$ cat src/rtl/core/mac_learning_bridge_defines.svh
// assertion macros for the bridge
`ifndef MAC_LEARNING_BRIDGE_DEFINES_SVH
`define MAC_LEARNING_BRIDGE_DEFINES_SVH
`ifndef NO_ASSERTIONS
`define MLB_ASSERT(label, clk, rst_n, prop) \
  label: assert property (@(posedge clk) disable iff (!rst_n) (prop)) \
    else $error("assertion failed");
`define MLB_ASSERT_NEXT(label, clk, rst_n, ante, cons) \
  label: assert property (@(posedge clk) disable iff (!rst_n) (ante) |=> (cons)) \
    else $error("assertion failed");
`else
`define MLB_ASSERT(label, clk, rst_n, prop)
`define MLB_ASSERT_NEXT(label, clk, rst_n, ante, cons)
`endif
`endif

$ cat src/rtl/core/mlb_pkg.sv
package mlb_pkg;
  localparam int unsigned NumPortsDef = 8;
  localparam int unsigned TableEntriesDef = 64;
  localparam int unsigned MacW = 48;
  localparam int unsigned PortW = 3;
  localparam int unsigned MaskW = 8;
  localparam int unsigned GroupBit = 40;

  typedef enum logic [1:0] {
    FuncPacket = 2'd0,
    FuncAttach = 2'd1,
    FuncDetach = 2'd2,
    FuncNone   = 2'd3
  } func_e;
endpackage

$ cat src/rtl/core/mlb_table.sv
`include "mac_learning_bridge_defines.svh"
module mlb_table import mlb_pkg::*; #(
  parameter int unsigned TableEntries = TableEntriesDef
) (
  input  logic                          clk_i,
  input  logic                          rst_ni,
  input  logic [((TableEntries > 1) ? $clog2(TableEntries) : 1)-1:0] rd_idx_i,
  output logic                          rd_valid_o,
  output logic [MacW-1:0]               rd_mac_o,
  output logic [PortW-1:0]              rd_port_o,
  input  logic                          wr_en_i,
  input  logic [((TableEntries > 1) ? $clog2(TableEntries) : 1)-1:0] wr_idx_i,
  input  logic                          wr_valid_i,
  input  logic                          wr_mac_en_i,
  input  logic [MacW-1:0]               wr_mac_i,
  input  logic [PortW-1:0]              wr_port_i
);
  localparam int unsigned IdxW = (TableEntries > 1) ? $clog2(TableEntries) : 1;
  logic [MacW-1:0]  mac_mem [TableEntries];
  logic [PortW-1:0] port_mem [TableEntries];
  logic [TableEntries-1:0] valid_q;
  logic [IdxW-1:0] rd_idx_q;

  always_ff @(posedge clk_i) begin
    if (wr_en_i && wr_mac_en_i) mac_mem[wr_idx_i] <= wr_mac_i;
    if (wr_en_i) port_mem[wr_idx_i] <= wr_port_i;
    rd_mac_o  <= mac_mem[rd_idx_i];
    rd_port_o <= port_mem[rd_idx_i];
  end

  always_ff @(posedge clk_i or negedge rst_ni) begin
    if (!rst_ni) begin
      valid_q  <= '0;
      rd_idx_q <= '0;
    end else begin
      if (wr_en_i) valid_q[wr_idx_i] <= wr_valid_i;
      rd_idx_q <= rd_idx_i;
    end
  end

  // write in the same cycle as the read address seen here
  assign rd_valid_o = valid_q[rd_idx_q];

  `MLB_ASSERT(a_idx_range, clk_i, rst_ni, 32'(wr_idx_i) < TableEntries || !wr_en_i)
endmodule

$ cat src/rtl/core/mac_learning_bridge.sv
// packet: up to two scans of the table (source, then destination) through one compare unit
// detach: one flush walk of the table; attach: no table scan
// one transaction at a time: ready only in idle, so a new one waits until the last result is taken
// result held in an output register until taken
// reset (async, active low) clears all entry valid bits and port state at once
`include "mac_learning_bridge_defines.svh"
module mac_learning_bridge import mlb_pkg::*; #(
  parameter int unsigned NUM_PORTS     = NumPortsDef,
  parameter int unsigned TABLE_ENTRIES = TableEntriesDef
) (
  input  logic             clk_i,
  input  logic             rst_ni,
  input  logic             valid_i,
  output logic             ready_o,
  input  logic [1:0]       func_i,
  input  logic [PortW-1:0] ingress_port_i,
  input  logic [MacW-1:0]  dst_mac_i,
  input  logic [MacW-1:0]  src_mac_i,
  input  logic             filter_pass_i,
  input  logic             port_is_tap_i,
  output logic             valid_o,
  input  logic             ready_i,
  output logic [MaskW-1:0] forward_mask_o,
  output logic             dst_known_o,
  output logic             learned_o,
  output logic             moved_o,
  output logic             table_full_o
);
  localparam int unsigned IdxW = (TABLE_ENTRIES > 1) ? $clog2(TABLE_ENTRIES) : 1;
  localparam int unsigned CntW = $clog2(TABLE_ENTRIES + 2) + 1;
  localparam logic [2:0] StIdle = 3'd0, StSrc = 3'd1, StDst = 3'd2, StFlush = 3'd3,
                         StDone = 3'd4, StOut = 3'd5;

  logic [2:0] state_q, state_d;
  logic [CntW-1:0] cnt_q, cnt_d;
  func_e func_q;
  logic [PortW-1:0] port_q;
  logic [MacW-1:0] dst_q, src_q;
  logic pass_q;
  logic [7:0] active_q, tap_q;
  logic src_hit_q, free_q, dst_hit_q;
  logic [IdxW-1:0] src_idx_q, free_idx_q;
  logic [PortW-1:0] src_port_q, dst_port_q;
  logic [MaskW-1:0] mask_q;
  logic known_q, learned_q, moved_q, full_q;

  logic [IdxW-1:0] rd_idx, wr_idx;
  logic rd_valid, wr_en, wr_valid, wr_mac_en;
  logic [MacW-1:0] rd_mac, cmp_mac, wr_mac;
  logic [PortW-1:0] rd_port, wr_port;
  logic cmp_hit, scan_live, last_rd;
  logic [IdxW-1:0] scan_idx;
  logic [7:0] pbit, deliver, port_lim;

  mlb_table #(.TableEntries(TABLE_ENTRIES)) u_table (
    .clk_i, .rst_ni,
    .rd_idx_i(rd_idx), .rd_valid_o(rd_valid), .rd_mac_o(rd_mac), .rd_port_o(rd_port),
    .wr_en_i(wr_en), .wr_idx_i(wr_idx), .wr_valid_i(wr_valid), .wr_mac_en_i(wr_mac_en),
    .wr_mac_i(wr_mac), .wr_port_i(wr_port)
  );

  // cnt counts issued reads; the table registers the read data, so it arrives in the cycle after the read
  assign rd_idx    = cnt_q[IdxW-1:0];
  assign last_rd   = cnt_q == CntW'(TABLE_ENTRIES);
  assign scan_live = cnt_q != '0;
  assign scan_idx  = IdxW'(cnt_q - CntW'(1));
  assign cmp_mac   = (state_q == StSrc) ? src_q : dst_q;
  assign cmp_hit   = rd_valid && (rd_mac == cmp_mac);
  assign pbit      = 8'(1) << port_q;
  assign deliver   = pass_q ? 8'hff : ~tap_q;
  for (genvar p = 0; p < 8; p++) begin : g_lim
    assign port_lim[p] = (p < NUM_PORTS);
  end

  always_comb begin
    state_d = state_q;
    cnt_d = cnt_q;
    wr_en = 1'b0; wr_idx = src_idx_q; wr_valid = 1'b1; wr_mac_en = 1'b0;
    wr_mac = src_q; wr_port = port_q;
    unique case (state_q)
      StIdle: if (valid_i) begin
        cnt_d = '0;
        state_d = StDone;
        if (32'(ingress_port_i) < NUM_PORTS) begin
          if (func_i == FuncDetach) state_d = StFlush;
          else if (func_i == FuncPacket && active_q[ingress_port_i])
            state_d = src_mac_i[GroupBit] ? StDst : StSrc;
        end
      end
      StSrc, StDst, StFlush: begin
        if (state_q == StFlush && scan_live && rd_valid && rd_port == port_q) begin
          wr_en = 1'b1; wr_idx = scan_idx; wr_valid = 1'b0; wr_port = rd_port;
        end
        if (cnt_q == CntW'(TABLE_ENTRIES)) begin
          cnt_d = '0;
          if (state_q == StSrc) begin
            state_d = dst_q[GroupBit] ? StDone : StDst;
            if (src_hit_q || (cmp_hit && scan_live)) begin
              wr_en = 1'b1;
              wr_idx = (src_hit_q) ? src_idx_q : scan_idx;
            end else if (free_q || !rd_valid) begin
              wr_en = 1'b1; wr_mac_en = 1'b1;
              wr_idx = free_q ? free_idx_q : scan_idx;
            end
          end else state_d = StDone;
        end else cnt_d = cnt_q + CntW'(1);
      end
      StDone: state_d = StOut;
      StOut: if (ready_i) state_d = StIdle;
      default: state_d = StIdle;
    endcase
  end

  always_ff @(posedge clk_i or negedge rst_ni) begin
    if (!rst_ni) begin
      state_q <= StIdle; cnt_q <= '0; active_q <= '0; tap_q <= '0;
    end else begin
      state_q <= state_d; cnt_q <= cnt_d;
      if (state_q == StIdle && valid_i && 32'(ingress_port_i) < NUM_PORTS) begin
        if (func_i == FuncAttach) begin
          active_q[ingress_port_i] <= 1'b1;
          tap_q[ingress_port_i] <= port_is_tap_i;
        end else if (func_i == FuncDetach) begin
          active_q[ingress_port_i] <= 1'b0;
          tap_q[ingress_port_i] <= 1'b0;
        end
      end
    end
  end

  always_ff @(posedge clk_i) begin
    if (state_q == StIdle && valid_i) begin
      func_q <= func_e'(func_i); port_q <= ingress_port_i;
      dst_q <= dst_mac_i; src_q <= src_mac_i; pass_q <= filter_pass_i;
      src_hit_q <= 1'b0; free_q <= 1'b0; dst_hit_q <= 1'b0;
      learned_q <= 1'b0; moved_q <= 1'b0; full_q <= 1'b0;
    end
    if ((state_q == StSrc || state_q == StDst) && scan_live) begin
      if (state_q == StSrc && cmp_hit && !src_hit_q) begin
        src_hit_q <= 1'b1; src_idx_q <= scan_idx; src_port_q <= rd_port;
      end
      if (state_q == StSrc && !rd_valid && !free_q) begin
        free_q <= 1'b1; free_idx_q <= scan_idx;
      end
      if (state_q == StDst && cmp_hit && !dst_hit_q) begin
        dst_hit_q <= 1'b1; dst_port_q <= (rd_port == port_q) ? rd_port : rd_port;
      end
    end
    if (state_q == StSrc && last_rd) begin
      if (src_hit_q || cmp_hit) moved_q <= (src_hit_q ? src_port_q : rd_port) != port_q;
      else if (free_q || !rd_valid) learned_q <= 1'b1;
      else full_q <= 1'b1;
    end
    if (state_q == StDone) begin
      known_q <= 1'b0; mask_q <= '0;
      if (func_q == FuncPacket && 32'(port_q) < NUM_PORTS && active_q[port_q]) begin
        known_q <= dst_hit_q;
        if (dst_hit_q) mask_q <= (dst_port_q == port_q) ? 8'h00
                                 : ((8'(1) << dst_port_q) & deliver & port_lim);
        else mask_q <= active_q & ~pbit & deliver & port_lim;
      end else begin
        learned_q <= 1'b0; moved_q <= 1'b0; full_q <= 1'b0;
      end
    end
  end

  assign ready_o        = state_q == StIdle;
  assign valid_o        = state_q == StOut;
  assign forward_mask_o = mask_q;
  assign dst_known_o    = known_q;
  assign learned_o      = learned_q;
  assign moved_o        = moved_q;
  assign table_full_o   = full_q;

  `MLB_ASSERT(a_one_flag, clk_i, rst_ni, !valid_o || $countones({learned_o, moved_o, table_full_o}) <= 1)
  `MLB_ASSERT(a_hs_excl, clk_i, rst_ni, !(ready_o && valid_o))
  `MLB_ASSERT_NEXT(a_out_hold, clk_i, rst_ni, valid_o && !ready_i, valid_o && $stable(forward_mask_o))
endmodule
$ cat config.mk
export PLATFORM = sky130hd
export DESIGN_NAME = mac_learning_bridge
export DESIGN_NICKNAME = d
export VERILOG_FILES = /design/src/rtl/core/mlb_pkg.sv /design/src/rtl/core/mlb_table.sv /design/src/rtl/core/mac_learning_bridge.sv
export VERILOG_INCLUDE_DIRS = /design/src /design/src/rtl/core
export SDC_FILE = /design/constraint.sdc
export NUM_CORES = 2
export LEC_CHECK = 0
export BUFFER_PORTS_ARGS = -buffer_cell sky130_fd_sc_hd__buf_4
export CAP_MARGIN = 0
export CORE_UTILIZATION = 28
export CTS_CLUSTER_DIAMETER = 100
export CTS_CLUSTER_SIZE = 28
export DETAILED_ROUTE_END_ITERATION = 10
export HOLD_SLACK_MARGIN = 0.15
export PLACE_DENSITY = 0.53
export SLEW_MARGIN = 30
export SYNTH_ARGS = -nofsm -noshare
export SYNTH_HDL_FRONTEND = slang
export SYNTH_SLANG_ARGS = --single-unit
$ cat constraint.sdc
create_clock -name clk_i -period 7.7 [get_ports clk_i]
set_clock_uncertainty 0.15 [all_clocks]
set_input_delay 0.385 -clock clk_i [delete_from_list [all_inputs] [get_ports clk_i]]
set_output_delay 0.385 -clock clk_i [all_outputs]
set_load 0.01 [all_outputs]
==> impl_results.md <==
* Status: finished clean
* Clock root cell: clkbuf_16
* Die Wd at 700 um
* Normalized max-slew margin at 30.9%
* Grt ovf at 0
* Total die area at 490000 um^2
* Nets at 6694
* Worst-skew pair later-pin latency at 940 ps
* Placer Congestion at 0.893
* Max-Cap Viols at 0
* Async set-or-reset flop fraction in the synthesized netlist at 2.73%
* Main synth FF type: edfxtp_1
* Wirelength, routed at 399 mm
* Multiplexer share of the synthesized area at 16.8%
* Area leader, netlist: edfxtp_1
* CTS max path bufs at 4
* Synth Area in XOR/XNOR at 0.392%
* CTS H-tree lvls at 4
* Detailed Routing Iterations Pass 1 at 6
* Global-route wire length before repair at 552 mm
* Remaining antenna violation count at 0
* Core region area at 484000 um^2
* Min cycle time layout at 7640 ps
* CP Launch Type: register
* Post-synthesis simple-gate area fraction at 1.56%
* 1st-iter DRT viols at 8088
* Dpl ws at 234 ps
* Largest net degree at the start of global routing at 103
* Compound-cell area share of the yosys netlist at 2.79%
* # placed instances at 12.6k
* Power per cell area at 202 nW/um^2
* Lkg Pwr at 45.0 nW
* Fin. Hold Viols at 0
* Initial Util at 28.2%
* Syn nets at 6305
* Commonest cells after routing, fill and taps aside: 3393 x edfxtp_1, 859 x mux4_2, 322 x buf_4, 258 x mux2i_1, 198 x dlygate4sd3_1
* Via-to-Cell Ratio at 5.06
* Fraction of layout cells with a size suffix above 1 at 23.9%
* Number of cells in the finished layout apart from fillers at 13.1k
* TritonCTS buffer count at 155
* Clock transition at path regs at 110 ps
* Setup CP Type: register to register
* Adder-Cell Fraction of Synth Area at 0.0459%
* Synthesized area at 136000 um^2
* DRC at 0
* Sink Count at 3547
* Dpl hpwl at 248 mm
* Area Growth Syn to Fin at 12.8%
* Final core utilization at 31.8%
* Slew Viols, Final at 0
* Tot GR Track Use at 15.8%
* Post-synthesis cell count at 6193
* Post-CTS Setup Bufs at 0
* Largest family of logic cells by synthesized area: multiplexers
* Hold WC Path Type: input pin to register
* Die Ht at 700 um
* Yosys cell types at 72
* Final worst slack at 63.1 ps
* Register area at 105000 um^2
* Seq/Total Area, Yosys at 77.3%
* Area of the multi-input gates at 29900 um^2
* CTS tree: built
* Routed via count at 66.4k
* Leading post-synthesis cells by cell area: edfxtp_1 75%, mux4_2 14%, mux2i_1 1.9%, dfrtp_1 1.8%, dfxtp_1 0.84%
* Setup-violating endpoint count in the final report at 0
* Critical path peak fanout at 17
* Final period util at 99.2%
* Port bufs at 120
* Peak Freq at 131 MHz
* Wire per inst at 30.5 um
* IO Pins at 121
* Slowest cell delay on critical path at 750 ps
* Fillers at 45.9k
* Post-synth EDFFs at 3393
* Syn Area/Cell at 22.0 um^2
* Synth warn at 0
* RSZ-0062 raised after global routing: no
* Maximum vdd ir drop at 0.165 mV
* Post-synthesis register bit count at 3547
* Num rows at 255
* Crit path required time at 8070 ps
* CP Data Arrival Time at 8000 ps
* Worst Tran Pin Value at 1040 ps
* Post-synth top area share at 74.7%
* Critical path's slowest cell: nor2_4
* CP Capture Type: register
* Commonest non-fill, non-tap cell in the layout: edfxtp_1
* Vias in the first global route at 66.9k
* Critical path cell sequence: nor3b_4, buf_6, mux2_1, a32o_1, nor4_1, nand4_1, nor3_2, o21ai_1, a211o_1, nor3_1, nand2_1, nor2_4, buf_4
* Initial antenna violation count at 30
[registers in the layout (all words and copies together), names as in the netlist, 6 cells and up, named ones only]
register,count
u_table.rd_mac_o,48
tap_q,8
cnt_q,8
free_idx_q,6
u_table.rd_idx_q,6
src_idx_q,6
dst_q,48
u_table.valid_q,64
src_q,48
forward_mask_o,8
u_table.port_mem,192
u_table.mac_mem,3072
[routing by layer]
layer  share of wire (%)  global-route usage (%)
met2                  50                    27.2
met5              0.0043                       0
met4                 3.7                    4.94
met3                 5.7                    1.87
met1                  41                    20.9
[kinds of logic (layout without fill, tap and decap cells)]
family / count (synthesis) / count (layout)
other: 0 / 14
adder cells (fa/ha/maj): 5 / 5
AO/OA/AOI/OAI: 559 / 559
buffers and inverters: 414 / 892
AND/OR/NAND/NOR: 408 / 408
multiplexers: 1199 / 1199
XOR/XNOR: 61 / 61
flip-flops: 3547 / 3547
[power breakdown]
part | switching [mW] | leakage, nW | internal, mW
Combinational | 0.0721 | 10.6 | 0.104
Clock | 6.04 | 2.23 | 4.06
Sequential | 0 | 32.2 | 20.8
[worst max-delay path, delay by kind of cell, from the launching register on]
kind	cells	cell delay [ps]
compound gates	3	1000
mux	1	340
simple gates	7	4480
buf+inv	2	660
flops	1	620
[cell usage after synthesis (5+ instances only)]
cell and n:
a211o_1 7, a211oi_1 68, a21o_1 7, a21oi_1 128, a221oi_1 14, a31oi_1 10
and2_1 36, and3_1 12, buf_1 92, buf_2 7, clkbuf_1 242, dfrtp_1 97
dfxtp_1 57, edfxtp_1 3393, ha_1 5, inv_1 67, mux2_1 21, mux2_2 60
mux2i_1 259, mux4_2 859, nand2_1 85, nand2b_1 8, nand3_1 34, nand3b_1 13
nand4_1 7, nor2_1 99, nor2b_1 9, nor3_1 39, nor3_2 8, nor3b_1 16
nor3b_2 7, nor4_1 16, o21ai_0 67, o221ai_1 113, o22ai_1 94, o31ai_1 5
o32ai_1 5, or2_2 5, or3_1 5, or4_1 5, xnor2_1 27, xor2_1 34
[path summary, 6_finish.rpt]
check	start	endpoint	slack, ps	depth (start not counted)
setup / recovery	state_q[0]	u_table.mac_mem[32][7]	60	13
hold / removal	src_mac_i[7]	src_q[7]	170	2
setup reg to reg	state_q[0]	u_table.mac_mem[32][7]	60	13
hold reg to reg	u_table.valid_q[22]	u_table.valid_q[22]	350	1
max in group asynchronous	rst_ni	u_table.valid_q[0]	6240	4
min in group asynchronous	rst_ni	tap_q[0]	420	4
[layout make-up]
class / count / share of cell area, %
flip-flops and latches: 3547 / 68.5
well taps: 6425 / 5.22
clock inverters: 26 / 0.284
diodes: 14 / 0.0228
multi-input cells: 2232 / 19.4
clock buffers: 220 / 2.74
repair buffers: 577 / 3.59
inverters: 69 / 0.176
[timing repair]
item,4_1_cts,5_1_grt
hold endpoints to repair,225,0
hold buffers,199,0
gates resized for setup,0,0
[through the flow]
step	power [mW]	hold slack, ps	instance area (um^2)	TNS (ps)
floorplan	21.2	-60.6	136000	0
global placement	21.3	311	147000	-1150
detailed placement	21.3	324	147000	0
CTS	31.3	157	154000	0
global route	31.8	169	154000	0
finish	31.1	170	154000	0
Power figures use the tool's default switching activity.
